$ cat src/design/gpm_pkg.sv
package gpm_pkg;

  // Index widths sized for the largest supported pattern (64 bytes).
  localparam int GPM_AW = 7;
  localparam int GPM_EW = 6;

  // Element kinds held in each cell.
  localparam logic [2:0] K_LIT  = 3'd0;
  localparam logic [2:0] K_ANY  = 3'd1;
  localparam logic [2:0] K_STAR = 3'd2;
  localparam logic [2:0] K_SET  = 3'd3;
  localparam logic [2:0] K_DEAD = 3'd4;

  // Pattern syntax characters.
  localparam logic [7:0] CH_STAR   = 8'h2A;
  localparam logic [7:0] CH_COLON  = 8'h3A;
  localparam logic [7:0] CH_SLASH  = 8'h2F;
  localparam logic [7:0] CH_BSLASH = 8'h5C;
  localparam logic [7:0] CH_QMARK  = 8'h3F;
  localparam logic [7:0] CH_LBRACK = 8'h5B;
  localparam logic [7:0] CH_RBRACK = 8'h5D;
  localparam logic [7:0] CH_DASH   = 8'h2D;
  localparam logic [7:0] CH_CARET  = 8'h5E;

  // Write bus from the decoder to the cell row.
  typedef struct packed {
    logic              clr;
    logic              el_we;
    logic [GPM_AW-1:0] el_addr;
    logic              el_end;
    logic [2:0]        el_kind;
    logic [7:0]        el_arg;
    logic              ln_we;
    logic [GPM_AW-1:0] ln_addr;
    logic [GPM_EW-1:0] ln_src;
    logic              mb_we;
    logic [GPM_AW-1:0] mb_addr;
    logic              mb_range;
    logic              mb_open;
    logic [GPM_EW-1:0] mb_owner;
  } gpm_wr_t;

  // Decoded view of one pattern offset.
  typedef struct packed {
    logic              start;
    logic              is_end;
    logic [2:0]        kind;
    logic [7:0]        arg;
    logic              pv;
    logic [GPM_EW-1:0] pidx;
    logic              mem;
    logic              mrange;
    logic              mopen;
    logic [GPM_EW-1:0] owner;
  } gpm_cell_t;

endpackage

$ cat src/design/gpm_cell.sv
module gpm_cell import gpm_pkg::*; #(
  parameter int IDX = 0
) (
  input  logic      clk_i,
  input  logic      rst_ni,
  input  gpm_wr_t   wr_i,
  input  logic [7:0] lo_i,
  input  logic [7:0] hi_i,
  input  logic [7:0] ch_i,
  input  logic      live_we_i,
  input  logic      live_d_i,
  output gpm_cell_t cfg_o,
  output logic      live_o,
  output logic      hit_o
);

  localparam logic [GPM_AW-1:0] MY_ADDR = GPM_AW'(IDX);

  gpm_cell_t cfg_q;
  logic      live_q;
  logic signed [7:0] sa, sz, sc;

  always_ff @(posedge clk_i or negedge rst_ni) begin
    if (!rst_ni) begin
      cfg_q <= '0;
    end else if (wr_i.clr) begin
      cfg_q <= '0;
    end else begin
      if (wr_i.el_we && wr_i.el_addr == MY_ADDR) begin
        cfg_q.start  <= 1'b1;
        cfg_q.is_end <= wr_i.el_end;
        cfg_q.kind   <= wr_i.el_kind;
        cfg_q.arg    <= wr_i.el_arg;
      end
      if (wr_i.ln_we && wr_i.ln_addr == MY_ADDR) begin
        cfg_q.pv   <= 1'b1;
        cfg_q.pidx <= wr_i.ln_src;
      end
      if (wr_i.mb_we && wr_i.mb_addr == MY_ADDR) begin
        cfg_q.mem    <= 1'b1;
        cfg_q.mrange <= wr_i.mb_range;
        cfg_q.mopen  <= wr_i.mb_open;
        cfg_q.owner  <= wr_i.mb_owner;
      end
    end
  end

  always_ff @(posedge clk_i or negedge rst_ni) begin
    if (!rst_ni) begin
      live_q <= (IDX == 0);
    end else if (live_we_i) begin
      live_q <= live_d_i;
    end
  end

  // Set member test; bytes compare as signed values.
  assign sa = lo_i;
  assign sz = hi_i;
  assign sc = ch_i;

  always_comb begin
    if (!cfg_q.mem) begin
      hit_o = 1'b0;
    end else if (cfg_q.mopen) begin
      hit_o = (sc >= sa);
    end else if (cfg_q.mrange) begin
      hit_o = (sc == sa) || (sc == sz) || ((sc > sa) && (sc < sz));
    end else begin
      hit_o = (sc == sa);
    end
  end

  assign cfg_o  = cfg_q;
  assign live_o = live_q;

endmodule

$ cat config.mk
export PLATFORM = sky130hd
export DESIGN_NAME = gpm_cell
export DESIGN_NICKNAME = d
export VERILOG_FILES = /design/src/design/gpm_pkg.sv /design/src/design/gpm_cell.sv
export SDC_FILE = /design/constraint.sdc
export NUM_CORES = 1
export LEC_CHECK = 0
export ABC_AREA = 1
export BUFFER_PORTS_ARGS = -buffer_cell sky130_fd_sc_hd__buf_4
export CORE_MARGIN = 4
export CORE_UTILIZATION = 46
export DETAILED_ROUTE_END_ITERATION = 8
export HOLD_SLACK_MARGIN = 0.1
export PLACE_DENSITY = 0.86
export SETUP_SLACK_MARGIN = 0.02
export SLEW_MARGIN = 10
export SYNTH_ARGS = -nofsm -noshare
export SYNTH_HDL_FRONTEND = slang
export SYNTH_SLANG_ARGS = --single-unit
$ cat constraint.sdc
create_clock -name clk_i -period 3.32 [get_ports clk_i]
set_input_delay 0.332 -clock clk_i [delete_from_list [all_inputs] [get_ports clk_i]]
set_output_delay 0.332 -clock clk_i [all_outputs]
set_load 0.005 [all_outputs]
# Word level (Yosys, flattened, before mapping)

Cells that the tools add are included.
W data, S select, Z words.

Add/subtract/negate cells: 0
$mul: 0
Div/mod/pow operators: 0
Magnitude comparators: 3
Eq/ne operators: 2
Shift operators: 0
Multiplexer cells: 7
Bitwise operators: 0
Reduce and logical (&&, ||, !) cells: 12

Operators with widths:

| operator            | count |
|---|---|
| $mux W29            | 1 |
| $logic_not A7 Y1    | 3 |
| $eq A8 B8 Y1        | 2 |
| $mux W13            | 1 |
| $mux W9             | 1 |
| $ge A8 B8 Y1        | 1 |
| $gt A8 B8 Y1        | 1 |
| $lt A8 B8 Y1        | 1 |
| $mux W7             | 1 |
| $reduce_bool A2 Y1  | 3 |
| $logic_and A1 B1 Y1 | 4 |
| $mux W1             | 3 |
| $logic_or A1 B1 Y1  | 2 |

Register bits: 30
Latch bits: 0
Memory bits (writable): 0
Memory bits (read-only): 0
Bits of input ports: 79
Output and inout port bits: 31
Logic and storage cells: 35
Memories: 0

# Depth between registers and ports, before layout

Word-level depth: 6
Depth in mapped cells: 15
Gate-level depth less buffers: 15

# Least setup slack after synthesis

No wires, ideal clock.

Path type: input -> output
From: input port lo_i[7]
To: output port hit_o
Arrival: 1.402 ns
Path slack: 1.586 ns
Stages on the path: 10
Buffers on the path: 0
Cell sequence: inv_1 ha_1 a21o_1 nor2_1 nand3_1 nand2_1 nand2_1 nand2_1 inv_1 a21oi_1

Cells in the longest elaborated chain, start to end: 6

RTL lines:

| element                                                          | RTL line                       | text |
|---|---|---|
| from (decl)                                                      | gpm_cell.sv:7                  | `input logic [7:0] lo_i,` |
| $gt A8 B8 Y1 / $eq A8 B8 Y1 (equally long branches)              | gpm_cell.sv:67, gpm_cell.sv:69 |  |
| $logic_and A1 B1 Y1 / $logic_or A1 B1 Y1 (equally long branches) | gpm_cell.sv:67                 | `hit_o = (sc == sa) \|\| (sc == sz) \|\| ((sc > sa) && (sc < sz));` |
| $logic_or A1 B1 Y1                                               | gpm_cell.sv:67                 |  |
| $mux W1                                                          | gpm_cell.sv:66                 | `end else if (cfg_q.mrange) begin` |
| $mux W1 *                                                        | gpm_cell.sv:64                 | `end else if (cfg_q.mopen) begin` |
| $mux W1 *                                                        | gpm_cell.sv:62                 | `if (!cfg_q.mem) begin` |
| to (decl)                                                        | gpm_cell.sv:14                 | `output logic hit_o` |

Mark *: on every way between the ends. The rest lies on a longest branch, timed or not.

# Worst setup path in the final report

From: input port ch_i[7]
To: output port hit_o

Cells in the longest elaborated chain, start to end: 6

RTL lines:

| element                                                          | RTL line       | text |
|---|---|---|
| from (decl)                                                      | gpm_cell.sv:9  | `input logic [7:0] ch_i,` |
| $gt A8 B8 Y1 (tied with other cells)                             | gpm_cell.sv:67 |  |
| $logic_and A1 B1 Y1 / $logic_or A1 B1 Y1 (equally long branches) | gpm_cell.sv:67 |  |
| $logic_or A1 B1 Y1                                               | gpm_cell.sv:67 |  |
| $mux W1                                                          | gpm_cell.sv:66 |  |
| $mux W1 *                                                        | gpm_cell.sv:64 |  |
| $mux W1 *                                                        | gpm_cell.sv:62 |  |

Marked as above.

==> key figures <==
STA
  – Final Cycle Share: ~62%
  – Worst Tran Pin Value: ~0.68 ns
  – Slew Limit Fails: 0
  – RSZ-0062 raised after global routing: false
  – Clk_skew: 0 ns
  – Fin. Hold Viols: 0
  – TNS Setup: 0 ns
  – Setup violators final: 0
  – Worst Slack Setup Final: 1.26 ns
  – Max Fclk: roughly 480 MHz
  – Min Clock Period, post-route: approximately 2.1 ns
  – Max-slew headroom: 54.3%

GRT
  – First-pass GRT wire length: roughly 8100 um
  – Met3 usage: around 9.0%
  – Initial antenna violation count: 0
  – Tot GR Track Use: around a fifth
  – Most Crowded Layer GR: met2
  – Vias in the first global route: around 1,800
  – Met2 Resource Use GR: between 30% and 40%
  – Grt met1 use: 22.6%
  – Largest net degree at the start of global routing: 46
  – Grt ovf: 0

Hold path
  – Worst hold path endpoint: cfg_o[15]
  – HP Start: wr_i[50]
  – WHS Path Cells: 2
  – Worst min-delay path category: primary input to flop

Worst setup path
  – Req. time, crit path: about 3 ns
  – Top Family by Delay on Critical Path: simple AND/OR/NAND/NOR gates
  – Worst R2R Start: live_o
  – Setup Crit Path Kind: primary input to output port
  – Crit-path most repeated cell: nand2_1
  – Critical path cell sequence: buf_4 -> ha_1 -> nand2_1 -> nor2_1 -> nand2_1 -> nand2_1 -> nand2_1 -> nand2_1 -> nand2_1 -> nand2_1 -> nand2_1 -> a21oi_1 -> buf_4
  – Worst path slowest cell: ha_1
  – FF-to-FF End: live_o
  – Buf+Inv Stages, Crit Path: 2
  – Setup crit start kind: primary input
  – Critical Path Fanout Max: 4
  – R2r setup slk: between 2 and 3 ns
  – CP endpoint kind: output port
  – Crit path DAT: 1.73 ns
  – Max incr delay on CP: about 0.32 ns
  – R2r worst-path depth: 1

Routing
  – Starting DRC count in detailed routing: 47
  – Vias/cell: 4.95
  – Drt wl/cell: 12.3 um
  – Drt drc: 0
  – Total wire length: ~4700 um
  – DR vias: 1,909
  – DRT Pass-1 Iters: 4
  – Routed Antenna Nets: 0

Placed design
  – Port bufs: 109
  – Post-place setup slack: ~1.3 ns
  – GP Congestion: between 0.8 and 0.9
  – DPL Wire Length: between 3000 and 4000 um

Run
  – Max-cap violations: 0

Yosys
  – Synth Area in Adders: roughly 11%
  – Synth Warn #: 0
  – Cells after synthesis: roughly 230
  – Synth Register Bits: 30
  – Yosys cell types: 21
  – Synth Area in Compound Gates: under 10%
  – Cell area after synthesis: 1760 sq um
  – Sequential-to-total area share from yosys stat: 42.8%
  – Multiplexer share of the synthesized area: 0.641%
  – Simple-Gate Fraction of Synth Area: 34.7%
  – Main combinational cell family by area after synthesis: simple AND/OR/NAND/NOR gates
  – Post-Syn Nets: roughly 320
  – Syn_area_per_cell: between 7 and 8 sq um
  – Xor/xnor share of the synthesized area: 0%

Floorplanning
  – Chip height: about 70 um
  – Die X-Extent: around 70 um
  – Standard-cell rows: 22
  – Io pins: 110
  – Core area: roughly 3700 sq um
  – Die area: 4870 sq um
  – Initial Util: between 40% and 50%

Clocking
  – Clock sinks: 30
  – Clock-pin slew of the registers on the worst-case setup and hold paths: ~0.060 ns
  – Post-CTS setup buffers: 0
  – CTS tree: yes
  – Num CTS Buffers: 5
  – Clk_lat worst skew: 0.27 ns
  – # H-tree levels: 2
  – Root buffer cell: clkbuf_8
  – CTS max path bufs: 2

Cells and area
  – Layout area overhead: 54.3%
  – Most frequent cells in the layout: buf_4, nand2_1, nand3_1, inv_1, dfrtp_1
  – Diode count: 0
  – Fin util: 74.0%
  – Share of layout cells above drive strength 1: between 30% and 40%
  – Fin nets: between 400 and 500
  – Commonest non-fill, non-tap cell in the layout: buf_4

Power
  – Peak VDD IR: 0.265 mV
  – Leak: approximately 1.6 nW
  – P per Cell Area: approximately 310 nW/um^2

Run status
  – Outcome: complete, no violations
## cells in the mapped netlist
cell / n / share of area, %
a21o_1: 2 / 0.86
nor4_4: 1 / 1.2
buf_2: 2 / 0.57
dfstp_2: 1 / 1.5
and2_1: 1 / 0.36
nor2_4: 1 / 0.64
nor3_1: 1 / 0.28
or2_4: 1 / 0.50
dfrtp_1: 29 / 41
nor2_1: 15 / 3.2
ha_1: 16 / 11
a21oi_1: 6 / 1.7
inv_1: 29 / 6.2
nand4_1: 2 / 0.71
nand2_1: 64 / 14
mux2_2: 1 / 0.64
nand3_1: 47 / 13
buf_1: 1 / 0.21
clkbuf_1: 3 / 0.64
inv_2: 1 / 0.21
nor4_1: 2 / 0.71
## routing by layer
| metal | vias up | part of all wire [%] |
|---|---|---|
| li1 | 954 | - |
| met1 | 843 | 36 |
| met2 | 95 | 50 |
| met3 | 17 | 11 |
| met4 | 0 | 2.4 |
| met5 | - | 0 |
## worst max path at each step
stage	cells after the start	slack (ns)	end	from
2_1_floorplan	10	1.59	hit_o	lo_i[7]
3_3_place_gp	13	1.31	hit_o	ch_i[7]
3_5_place_dp	13	1.25	hit_o	ch_i[7]
4_1_cts	13	1.24	hit_o	ch_i[7]
5_1_grt	14	1.09	hit_o	lo_i[7]
6_report	13	1.26	hit_o	ch_i[7]
## repair_timing
item | CTS | global route
resized for setup | 0 | 0
hold buffers | 1 | 0
hold endpoints to repair | 29 | 0
## state kept, by name, indices dropped and copies added, names as in the netlist
register / cells
cfg_o: 29
live_o: 1
## cells by family after synthesis
logic type | count (synthesis)
buffers and inverters | 36
DFF | 30
and+or+nand+nor | 135
muxes | 1
adders and majority gates | 16
AOI/OAI and AO/OA | 8
## stage by stage
step | cells | area [sq um] | hold WS [ns] | total power [mW]
after floorplan | 226 | 1760 | 0.0364 | 0.452
after detailed placement | 377 | 2610 | 0.278 | 0.558
final | 386 | 2710 | 0.266 | 0.843
after global placement | 377 | 2610 | 0.275 | 0.552
after CTS | 386 | 2710 | 0.260 | 0.851
after global routing | 386 | 2710 | 0.259 | 0.898
## where the power goes
group | internal, mW | switching [mW] | total [mW]
Combinational | 0.0979 | 0.0749 | 0.173
Sequential | 0.374 | 0.00455 | 0.379
Clock | 0.169 | 0.123 | 0.291
## layout make-up
type,instances,area (sq um)
clock buffers,8,90.1
fillers,295,952
inverters,30,113
multi-input cells,160,866
flip-flops and latches,30,752
well taps,48,60.1
repair buffers,110,828
Note: power is estimated with default switching activity, not from simulation.
