File: src/design/gpm_pkg.sv
package gpm_pkg;

  // Index widths sized for the largest supported pattern (64 bytes).
  localparam int GPM_AW = 7;
  localparam int GPM_EW = 6;

  // Element kinds held in each cell.
  localparam logic [2:0] K_LIT  = 3'd0;
  localparam logic [2:0] K_ANY  = 3'd1;
  localparam logic [2:0] K_STAR = 3'd2;
  localparam logic [2:0] K_SET  = 3'd3;
  localparam logic [2:0] K_DEAD = 3'd4;

  // Pattern syntax characters.
  localparam logic [7:0] CH_STAR   = 8'h2A;
  localparam logic [7:0] CH_COLON  = 8'h3A;
  localparam logic [7:0] CH_SLASH  = 8'h2F;
  localparam logic [7:0] CH_BSLASH = 8'h5C;
  localparam logic [7:0] CH_QMARK  = 8'h3F;
  localparam logic [7:0] CH_LBRACK = 8'h5B;
  localparam logic [7:0] CH_RBRACK = 8'h5D;
  localparam logic [7:0] CH_DASH   = 8'h2D;
  localparam logic [7:0] CH_CARET  = 8'h5E;

  // Write bus from the decoder to the cell row.
  typedef struct packed {
    logic              clr;
    logic              el_we;
    logic [GPM_AW-1:0] el_addr;
    logic              el_end;
    logic [2:0]        el_kind;
    logic [7:0]        el_arg;
    logic              ln_we;
    logic [GPM_AW-1:0] ln_addr;
    logic [GPM_EW-1:0] ln_src;
    logic              mb_we;
    logic [GPM_AW-1:0] mb_addr;
    logic              mb_range;
    logic              mb_open;
    logic [GPM_EW-1:0] mb_owner;
  } gpm_wr_t;

  // Decoded view of one pattern offset.
  typedef struct packed {
    logic              start;
    logic              is_end;
    logic [2:0]        kind;
    logic [7:0]        arg;
    logic              pv;
    logic [GPM_EW-1:0] pidx;
    logic              mem;
    logic              mrange;
    logic              mopen;
    logic [GPM_EW-1:0] owner;
  } gpm_cell_t;

endpackage

File: src/design/gpm_decoder.sv
module gpm_decoder import gpm_pkg::*; #(
  parameter int PATTERN_BYTES = 64
) (
  input  logic                       clk_i,
  input  logic                       rst_ni,
  input  logic                       restart_i,
  input  logic [PATTERN_BYTES*8-1:0] pat_i,
  output gpm_wr_t                    wr_o,
  output logic                       busy_o,
  output logic                       has_dead_o
);

  localparam logic [2:0] ST_ELEM = 3'd0;
  localparam logic [2:0] ST_STAR = 3'd1;
  localparam logic [2:0] ST_SET0 = 3'd2;
  localparam logic [2:0] ST_SETM = 3'd3;
  localparam logic [2:0] ST_DEAD = 3'd4;
  localparam logic [2:0] ST_CLR  = 3'd5;
  localparam logic [2:0] ST_IDLE = 3'd6;

  logic [2:0]        state_q, state_d;
  logic [GPM_AW-1:0] p_q, p_d;
  logic [GPM_EW-1:0] e_q, e_d;
  logic              neg_q, neg_d;
  logic              dead_q, dead_d;

  logic [PATTERN_BYTES*8+23:0] pad;
  logic [PATTERN_BYTES*8+23:0] win;
  logic [7:0] b0, b1, b2;

  // Three-byte window at the scan pointer; bytes past the end read as zero.
  assign pad = {24'd0, pat_i};
  assign win = pad >> {p_q, 3'b000};
  assign b0  = win[7:0];
  assign b1  = win[15:8];
  assign b2  = win[23:16];

  always_comb begin
    state_d = state_q;
    p_d     = p_q;
    e_d     = e_q;
    neg_d   = neg_q;
    dead_d  = dead_q;
    wr_o    = '0;
    wr_o.el_addr = p_q;
    wr_o.mb_addr = p_q;
    wr_o.mb_owner = e_q;
    wr_o.ln_src  = e_q;
    case (state_q)
      ST_CLR: begin
        wr_o.clr = 1'b1;
        p_d      = '0;
        dead_d   = 1'b0;
        state_d  = ST_ELEM;
      end
      ST_ELEM: begin
        wr_o.el_we = 1'b1;
        if (b0 == 8'd0) begin
          wr_o.el_end  = 1'b1;
          wr_o.el_kind = K_DEAD;
          state_d      = ST_IDLE;
        end else begin
          e_d         = p_q[GPM_EW-1:0];
          wr_o.ln_src = p_q[GPM_EW-1:0];
          if (b0 == CH_STAR || b0 == CH_COLON) begin
            wr_o.el_kind = K_STAR;
            wr_o.el_arg  = b0;
            p_d          = p_q + 1'b1;
            state_d      = ST_STAR;
          end else if (b0 == CH_QMARK) begin
            wr_o.el_kind = K_ANY;
            wr_o.ln_we   = 1'b1;
            wr_o.ln_addr = p_q + 1'b1;
            p_d          = p_q + 1'b1;
          end else if (b0 == CH_BSLASH) begin
            wr_o.el_kind = K_LIT;
            wr_o.ln_we   = 1'b1;
            if (b1 != 8'd0) begin
              wr_o.el_arg  = b1;
              wr_o.ln_addr = p_q + 2'd2;
              p_d          = p_q + 2'd2;
            end else begin
              wr_o.el_arg  = CH_BSLASH;
              wr_o.ln_addr = p_q + 1'b1;
              p_d          = p_q + 1'b1;
            end
          end else if (b0 == CH_LBRACK) begin
            // Provisionally dead; rewritten as a set once the close is found.
            wr_o.el_kind = K_DEAD;
            neg_d        = 1'b0;
            p_d          = p_q + 1'b1;
            state_d      = ST_SET0;
          end else begin
            wr_o.el_kind = K_LIT;
            wr_o.el_arg  = b0;
            wr_o.ln_we   = 1'b1;
            wr_o.ln_addr = p_q + 1'b1;
            p_d          = p_q + 1'b1;
          end
        end
      end
      ST_STAR: begin
        if (b0 == CH_STAR || b0 == CH_COLON) begin
          p_d = p_q + 1'b1;
        end else begin
          wr_o.ln_we   = 1'b1;
          wr_o.ln_addr = p_q;
          state_d      = ST_ELEM;
        end
      end
      ST_SET0: begin
        if (b0 == CH_CARET) begin
          neg_d = 1'b1;
          p_d   = p_q + 1'b1;
        end
        state_d = ST_SETM;
      end
      ST_SETM: begin
        wr_o.el_addr = {1'b0, e_q};
        wr_o.el_kind = K_SET;
        wr_o.el_arg  = {7'd0, neg_q};
        if (b0 == 8'd0) begin
          dead_d  = 1'b1;
          state_d = ST_DEAD;
        end else begin
          wr_o.mb_we = 1'b1;
          if (b1 == 8'd0) begin
            dead_d  = 1'b1;
            state_d = ST_DEAD;
          end else if (b1 == CH_RBRACK) begin
            wr_o.el_we   = 1'b1;
            wr_o.ln_we   = 1'b1;
            wr_o.ln_addr = p_q + 2'd2;
            p_d          = p_q + 2'd2;
            state_d      = ST_ELEM;
          end else if (b1 == CH_DASH) begin
            if (b2 == 8'd0) begin
              dead_d  = 1'b1;
              state_d = ST_DEAD;
            end else if (b2 == CH_RBRACK) begin
              wr_o.mb_open = 1'b1;
              wr_o.el_we   = 1'b1;
              wr_o.ln_we   = 1'b1;
              wr_o.ln_addr = p_q + 2'd3;
              p_d          = p_q + 2'd3;
              state_d      = ST_ELEM;
            end else begin
              wr_o.mb_range = 1'b1;
              p_d           = p_q + 2'd2;
            end
          end else begin
            p_d = p_q + 1'b1;
          end
        end
      end
      ST_DEAD: begin
        // Only the end offset is still needed.
        if (b0 == 8'd0) begin
          wr_o.el_we   = 1'b1;
          wr_o.el_end  = 1'b1;
          wr_o.el_kind = K_DEAD;
          state_d      = ST_IDLE;
        end else begin
          p_d = p_q + 1'b1;
        end
      end
      ST_IDLE: begin
      end
      default: begin
        state_d = ST_CLR;
      end
    endcase
    if (restart_i) begin
      state_d = ST_CLR;
    end
  end

  always_ff @(posedge clk_i or negedge rst_ni) begin
    if (!rst_ni) begin
      state_q <= ST_ELEM;
      p_q     <= '0;
      e_q     <= '0;
      neg_q   <= 1'b0;
      dead_q  <= 1'b0;
    end else begin
      state_q <= state_d;
      p_q     <= p_d;
      e_q     <= e_d;
      neg_q   <= neg_d;
      dead_q  <= dead_d;
    end
  end

  assign busy_o     = (state_q != ST_IDLE);
  assign has_dead_o = dead_q;

endmodule

File: config.mk
export PLATFORM = sky130hd
export DESIGN_NAME = gpm_decoder
export DESIGN_NICKNAME = d
export VERILOG_FILES = /design/src/design/gpm_pkg.sv /design/src/design/gpm_decoder.sv
export SDC_FILE = /design/constraint.sdc
export NUM_CORES = 1
export LEC_CHECK = 0
export BUFFER_PORTS_ARGS = -buffer_cell sky130_fd_sc_hd__buf_2
export CELL_PAD_IN_SITES_DETAIL_PLACEMENT = 2
export CELL_PAD_IN_SITES_GLOBAL_PLACEMENT = 2
export CORE_ASPECT_RATIO = 0.6
export CORE_MARGIN = 10
export CORE_UTILIZATION = 31
export CTS_BUF_LIST = sky130_fd_sc_hd__clkbuf_16
export DETAILED_ROUTE_END_ITERATION = 16
export PLACE_DENSITY_LB_ADDON = 0.08
export SLEW_MARGIN = 40
export SYNTH_ARGS = -nofsm -noshare
export SYNTH_HDL_FRONTEND = slang
export SYNTH_SLANG_ARGS = --single-unit
File: constraint.sdc
create_clock -name clk_i -period 5.94 [get_ports clk_i]
set_input_delay 0.891 -clock clk_i [delete_from_list [all_inputs] [get_ports clk_i]]
set_output_delay 0.891 -clock clk_i [all_outputs]
set_load 0.01 [all_outputs]
# ---- Word level (Yosys, flattened, before mapping)
# Cells that the tools add are included.
dict set report word_totals {
  register_bits 18
  in_bits 515
  wordCells 148
}
dict set report classes {
  n_addsub 3
  eq_ne 38
  n_shift 1
  n_mux 86
  n_bitwise 1
  reduce_logical 14
}
# op n
set ops {}
lappend ops {{512-bit by 10-bit right shift with 24-bit output} 1}
lappend ops {{7-bit 2-to-1 mux} 15}
lappend ops {{8-bit 2-to-1 mux} 11}
lappend ops {{3-bit 2-to-1 mux} 17}
lappend ops {{7-bit case mux with 6 select lines} 1}
lappend ops {{8-bit by 7-bit equality test with 1-bit output, second input constant} 5}
lappend ops {{8-bit by 6-bit equality test with 1-bit output, second input constant} 4}
lappend ops {{8-bit logical NOT} 3}
lappend ops {{8-bit case mux with 3 select lines} 1}
lappend ops {{1-bit 2-to-1 mux} 22}
lappend ops {{22-bit 2-to-1 mux} 1}
lappend ops {{2-bit != test, second input constant} 11}
lappend ops {{3-bit case mux with 7 select lines} 1}
lappend ops {{19-bit 2-to-1 mux} 1}
lappend ops {{16-bit 2-to-1 mux} 1}
lappend ops {{4-bit != test, second input constant} 4}
lappend ops {{8-bit case mux with 2 select lines} 1}
lappend ops {{8-bit AND reduction} 2}
lappend ops {{5-bit != test, second input constant} 3}
lappend ops {{7-bit by 2-bit adder with 7-bit output, second input constant} 2}
lappend ops {{2-bit 2-to-1 mux} 6}
lappend ops {{11-bit 2-to-1 mux} 1}
lappend ops {{3-bit equality test, second input constant} 3}
lappend ops {{3-bit != test, second input constant} 3}
lappend ops {{other kinds (19)} 23}

# ---- Logic depth before layout (Yosys ltp)
# Gate-level depths: netlist of the first run.
dict set report depth {
  ltp_word 10
  depth_mapped 21
}

# ---- Least setup slack after synthesis of the first run
# OpenSTA, ideal clock, no wires.
dict set report synth_timing {
  path_kind {register to output}
  from {reg p_q[0]}
  to {out wr_o[34] in the netlist's numbering}
  arrival_ps 3855
  slack_ps 1194
  stages_incl_launch_ff 16
  path_buffers 5
  cell_sequence {dfrtp_1 > buf_6 > buf_4 > buf_4 > mux4_2 > mux4_2 > nor2_1 > a21oi_1 > a2111oi_2 > a41o_1 > nand4b_4 > and2_1 > buf_2 > buf_2 > a21o_1 > a211oi_1}
}
# element line_no
set synth_rtl {}
lappend synth_rtl {{from (decl)} gpm_decoder.sv:22} ;# logic [GPM_AW-1:0] p_q, p_d;
lappend synth_rtl {{from (signal assigned)} gpm_decoder.sv:187} ;# p_q <= p_d;
lappend synth_rtl {{to (decl)} gpm_decoder.sv:8} ;# output gpm_wr_t wr_o,

==> results.json, run 1 <==
{
  "yosys_warnings": 0,
  "synth_fp_nets": 2046,
  "status": "completed",
  "syn_avg_cell_area_sq_um": 10.20,
  "cts_buffers": 3,
  "synthCells": 1527,
  "antenna_found_initial": 13,
  "clockRootBuffer": "clkbuf_16",
  "critical_path.startpoint": "p_q[1]",
  "drc": 0,
  "hold_class": "reg -> reg",
  "peakVddDrop_uv": 279.2,
  "numPortBuffers": 567,
  "synth-async-reset-ratio_pct": 100.0,
  "crit_type": "reg -> out",
  "num_rows": 63,
  "area_growth_pct": 24.43,
  "p_leak_nw": 7.950,
  "viasPerCell": 6.806,
  "netlist_top_cells_area": "mux4_2 (28%), mux2i_1 (11%), mux4_1 (11%)",
  "synth_cell_types": 113,
  "synth_edf_count": 0,
  "hold_violations": 0,
  "gp_congestion": 1.036,
  "max_cap_violations": 0,
  "reg2reg_slack_ps": 930,
  "critical_path_required_ps": 5050,
  "fp.dieH_um": 193.6,
  "grtUsageMet2_pct": 54.56,
  "tightest_slew_ps": 942.3,
  "netlist_area_sq_um": 15580,
  "core-area_sq_um": 49500,
  "ys.flop_type": "dfrtp_1",
  "layout_commonest_cell": "buf_2",
  "place_area_sq_um": 19050,
  "start_util_pct": 31.47,
  "drt-total-wl_mm": 109.4,
  "grt_pass1_vias": 19697,
  "h-tree-depth": 1,
  "slew_violations": 0,
  "clockBufferDepth": 2,
  "clkLatencyLatePin_ps": 270,
  "max-slew-margin-rel_pct": 36.70,
  "period_share_pct": 99.82,
  "overflow": 0,
  "grt_max_degree": 81,
  "synth-seq-cells": 18,
  "grt_first_pass_wirelength_mm": 153.1,
  "grtUsageMet1_pct": 46.56,
  "met3_usage_pct": 9.400,
  "drtIter0Drc": 1937,
  "grt_usage_pct": 34.55,
  "final_area_sq_um": 19380,
  "cp.arrival_ps": 5040,
  "fmax_mhz": 168.7,
  "drtPass1Iterations": 5,
  "cts_num_sinks": 18,
  "wl_per_cell_um": 40.04,
  "chipWidth_um": 309.4,
  "pin_count": 568,
  "clk_pin_slew_ps": 70,
  "layout_common_cells": "buf_2 (568), mux4_2 (191), mux2i_1 (178)",
  "yosysSeqAreaShare_pct": 2.892,
  "ctsHoldBuffers": 0,
  "dieArea_sq_um": 59910,
  "reg2regPathDepth": 14,
  "yosysTopAreaCellShare_pct": 27.61,
  "cp-endpoint": "wr_o[27]",
  "fin_crit_ps": 5929,
  "dpl.hpwl_mm": 90.07,
  "cts_tree": "done",
  "cp_max_fo": 27,
  "setup_viol_count_final": 0,
  "vias": 18595,
  "r2r-end": "p_q[0]",
  "layout-drive-gt1-share_pct": 49.64,
  "grt.busiest_layer": "met2",
  "antenna_left": 0,
  "skew_ps": 12.89,
  "p_per_area_nw_per_um2": 461.6,
  "pre_cts_ws_ps": 113.2,
  "startpoint_type": "flop",
  "worst_slack_ps": 10.56,
  "fin_nets": 2593,
  "r2r-start": "p_q[2]",
  "synth_top_area_cell": "mux4_2",
  "end_kind": "primary output"
}
power breakdown:
part | internal [W] | leakage (nW) | switching (W)
clock network | 0.0000904 | 0.0386 | 0.0000660
logic | 0.00354 | 7.69 | 0.00494
registers | 0.000165 | 0.224 | 0.000149
cells by family after synthesis:
kind of cell	Yosys count	synth area share (%)
and+or+nand+nor	423	13.98
adders and majority gates	4	0.3213
muxes	477	53.22
buffers and inverters	198	10.23
DFF	18	2.892
AOI/OAI and AO/OA	400	18.96
xor gates and xnor gates	7	0.3936
cell type report:
| class | instances | area [sq um] |
|---|---|---|
| Antenna cell | 9 | 22.52 |
| Clock buffer | 3 | 75.07 |
| Clock inverter | 1 | 3.754 |
| Fill cell | 5552 | 30120 |
| Inverter | 19 | 71.32 |
| Multi-Input combinational cell | 1311 | 13650 |
| Sequential cell | 18 | 467.9 |
| Tap cell | 650 | 813.3 |
| Timing Repair Buffer | 721 | 4278 |
sequential cells by signal, indices dropped and copies added, names as in the netlist:
signal and count:
e_q 6, neg_q 1, state_q 3, p_q 7, has_dead_o 1
Yosys cell counts, types with 21 or more instances:
cell        n
buf_4      22
nand2_1   118
o22ai_1    22
nor2_1     86
mux4_2    191
nor3_1     27
buf_2      36
a211oi_1   22
a22oi_1    59
a21oi_1    60
mux2_2     42
mux2i_1   178
clkbuf_1   45
mux4_1     66
buf_6      36
nand3_1    48
nor2b_1    21
o21ai_0    52
a221oi_1   25
metrics by stage:
step	utilization [%]	instances	total power [W]	TNS [ps]	hold slack [ps]
5_1_grt	39.13	2726	0.009262	-66.47	526.2
6_report	39.16	2732	0.008947	0	497.0
2_1_floorplan	-	1527	0.005764	0	482.6
3_5_place_dp	38.48	2712	0.008302	0	479.6
3_3_place_gp	38.45	2711	0.008176	0	471.7
4_1_cts	38.66	2716	0.008504	0	495.8
per-layer routing:
metal	up-vias	part of all wire [%]
li1	7549	-
met1	9860	42
met2	1043	46
met3	137	10
met4	6	2.1
met5	-	0.034
what timing repair did:
| action | in CTS | in global routing |
|---|---|---|
| endpoints found under the setup margin | 8 | 9 |
| setup buffers | 0 | 4 |
| gates resized for setup | 4 | 21 |
| pin swaps | 0 | 4 |
| cloned | 0 | 3 |
critical path, stage by stage, from the launching register on:
cell	delay, ps
dfrtp_4	550
buf_4	300
buf_16	230
mux4_2	550
o221ai_1	210
a31oi_1	120
nor4_2	520
buf_4	240
o21ai_0	120
or3_1	450
nor3_4	290
buf_4	210
a21o_1	170
and2_1	190
nand3_1	100
o211ai_1	250
buf_2	240
worst min-delay path by stage:
stage / start / end / slack [ps] / depth (start not counted)
after floorplan: neg_q / neg_q / 480 / 1
after global placement: has_dead_o / has_dead_o / 470 / 2
after detailed placement: has_dead_o / has_dead_o / 480 / 2
after CTS: has_dead_o / has_dead_o / 500 / 2
after global routing: has_dead_o / has_dead_o / 530 / 2
final: has_dead_o / has_dead_o / 500 / 2
(Power assumes the default switching activity.)
==> inputs of run 2 (changes only) <==
- CORE_MARGIN: 10 -> 8
- SETUP_SLACK_MARGIN: unset -> 0.3
==> run 2 against run 1 <==
Sequential power shrank 19%; register-to-register slack improved by 410 ps; critical path type unchanged; largest power group unchanged; power rose by 4.0%.
==> results.json, run 2 (synthesized netlist as in run 1, its figures left out) <==
{
  "vias": 18909,
  "timing.hold.ws_ps": 536.9,
  "hold_class": "reg -> reg",
  "final_util_pct": 40.22,
  "grt_first_pass_wirelength_mm": 151.1,
  "reg2regPathDepth": 16,
  "reg.largest.list": "p_q: 7 flops, e_q: 6 flops, state_q: 3 flops",
  "fin_crit_ps": 5601,
  "slew_violations": 0,
  "ctsHoldBuffers": 0,
  "clockBufferDepth": 2,
  "p_leak_nw": 8.214,
  "core-area_sq_um": 49500,
  "hold_depth": 2,
  "status": "completed",
  "clk_pin_slew_ps": 80,
  "dpl.hpwl_mm": 88.05,
  "drt-total-wl_mm": 108.4,
  "path_common_cell": "buf_4",
  "critical_path.startpoint": "p_q[1]",
  "cp_max_fo": 18,
  "min-delay-start": "e_q[5]",
  "max_cap_violations": 0,
  "numPortBuffers": 567,
  "drc": 0,
  "h-tree-depth": 1,
  "largest_reg_flops": 7,
  "cp_cell_sequence": "clkbuf_4, buf_4, inv_4, buf_4, mux2i_1, o211ai_1, buf_4, and3_1, or4b_1, nor3_2, buf_4, buf_4, nand3_1, and2_1, a221oi_1, a21oi_1, buf_2",
  "p_per_area_nw_per_um2": 467.4,
  "critical_path_required_ps": 5050,
  "cp.arrival_ps": 4710,
  "layout-drive-gt1-share_pct": 51.18,
  "clkLatencyLatePin_ps": 290,
  "crit_type": "reg -> out",
  "antenna_left": 0,
  "drtPass1Iterations": 5,
  "pin_count": 568,
  "grt_setup_unrepaired": "true",
  "place_area_sq_um": 19180,
  "final_area_sq_um": 19910,
  "viasPerCell": 6.817,
  "overflow": 0,
  "cpPeakStageDelay_ps": 600,
  "layout_common_cells": "buf_2 (569), mux4_2 (191), mux2i_1 (176)",
  "fmax_mhz": 178.5,
  "num_rows": 63,
  "wl_per_cell_um": 39.07,
  "max-slew-margin-rel_pct": 37.86,
  "tightest_slew_ps": 932.1,
  "start_util_pct": 31.47,
  "dieArea_sq_um": 57910,
  "antenna_found_initial": 19,
  "r2r-start": "p_q[0]",
  "grt_max_degree": 58,
  "clockRootBuffer": "clkbuf_16",
  "skew_ps": 6.330,
  "grt_usage_pct": 34.86,
  "fp.dieH_um": 189.6,
  "setup_viol_count_final": 0,
  "cts_buffers": 3,
  "peakVddDrop_uv": 209.9,
  "slowest_stage": "or4b_1",
  "startpoint_type": "flop",
  "tns_ps": 0,
  "cts_tree": "done",
  "area_growth_pct": 27.80,
  "end_kind": "primary output",
  "chipWidth_um": 305.4,
  "grt_pass1_vias": 19878,
  "fin_nets": 2632,
  "gp_congestion": 0.9854,
  "regMostFlops": "p_q",
  "layout_commonest_cell": "buf_2",
  "drtIter0Drc": 1976,
  "period_share_pct": 94.29,
  "hold_violations": 0,
  "cts_num_sinks": 18
}
-- run 2: metrics by stage --
step                      cells  setup WS (ps)  total power [W]
after global placement     2724         -206.4         0.008247
after CTS                  2738          295.8         0.008734
final                      2774          339.2         0.009304
after floorplan            1527           1194         0.005764
after detailed placement   2725          231.8         0.008364
after global routing       2771          179.1         0.009602
-- run 2: layout make-up --
cell class / count / area, sq um
Sequential cell: 18 / 467.9
Clock inverter: 1 / 3.754
Fill cell: 5496 / 29590
Antenna cell: 12 / 30.03
Tap cell: 650 / 813.3
Multi-Input combinational cell: 1311 / 13710
Inverter: 19 / 78.83
Timing Repair Buffer: 760 / 4732
Clock buffer: 3 / 75.07
-- run 2: where the power goes --
group / internal, W / switching, W / total, W
Combinational: 0.00382 / 0.00506 / 0.00888
Clock: 0.0000911 / 0.0000813 / 0.000172
Sequential: 0.000165 / 0.0000871 / 0.000253
Total: 0.00407 / 0.00523 / 0.00930
-- run 2: path summary, 6_finish.rpt --
kind | end | slack (ps)
worst max register to register | p_q[2] | 1340
worst min register to register | e_q[5] | 540
worst max-delay path | wr_o[26] | 340
worst min-delay path | e_q[5] | 540
max in group asynchronous | p_q[0] | 4840
min in group asynchronous | e_q[0] | 620
-- run 2: routing by layer --
metal  vias up  GRT usage [%]  routed length, um
met4        16          7.936               2516
met1     10008          47.95              46180
met2      1087          55.00              48900
met3       164          8.858              10680
li1       7634              -                  -
met5         -              0                108
-- run 2: worst max-delay path: cells and delay by family (launching register included) --
family	cells	cell delay [ps]
AO/OA/AOI/OAI	3	580
buffers and inverters	8	1580
flip-flops	1	580
multiplexers	1	340
AND/OR/NAND/NOR	5	1300
-- run 2: repair_timing --
| action | in CTS | in global routing |
|---|---|---|
| cloned | 1 | 4 |
| endpoints found under the hold margin | 0 | 0 |
| endpoints found under the setup margin | 15 | 12 |
| pin swaps | 0 | 8 |
| buffers inserted | 8 | 20 |
| gates resized for setup | 17 | 31 |
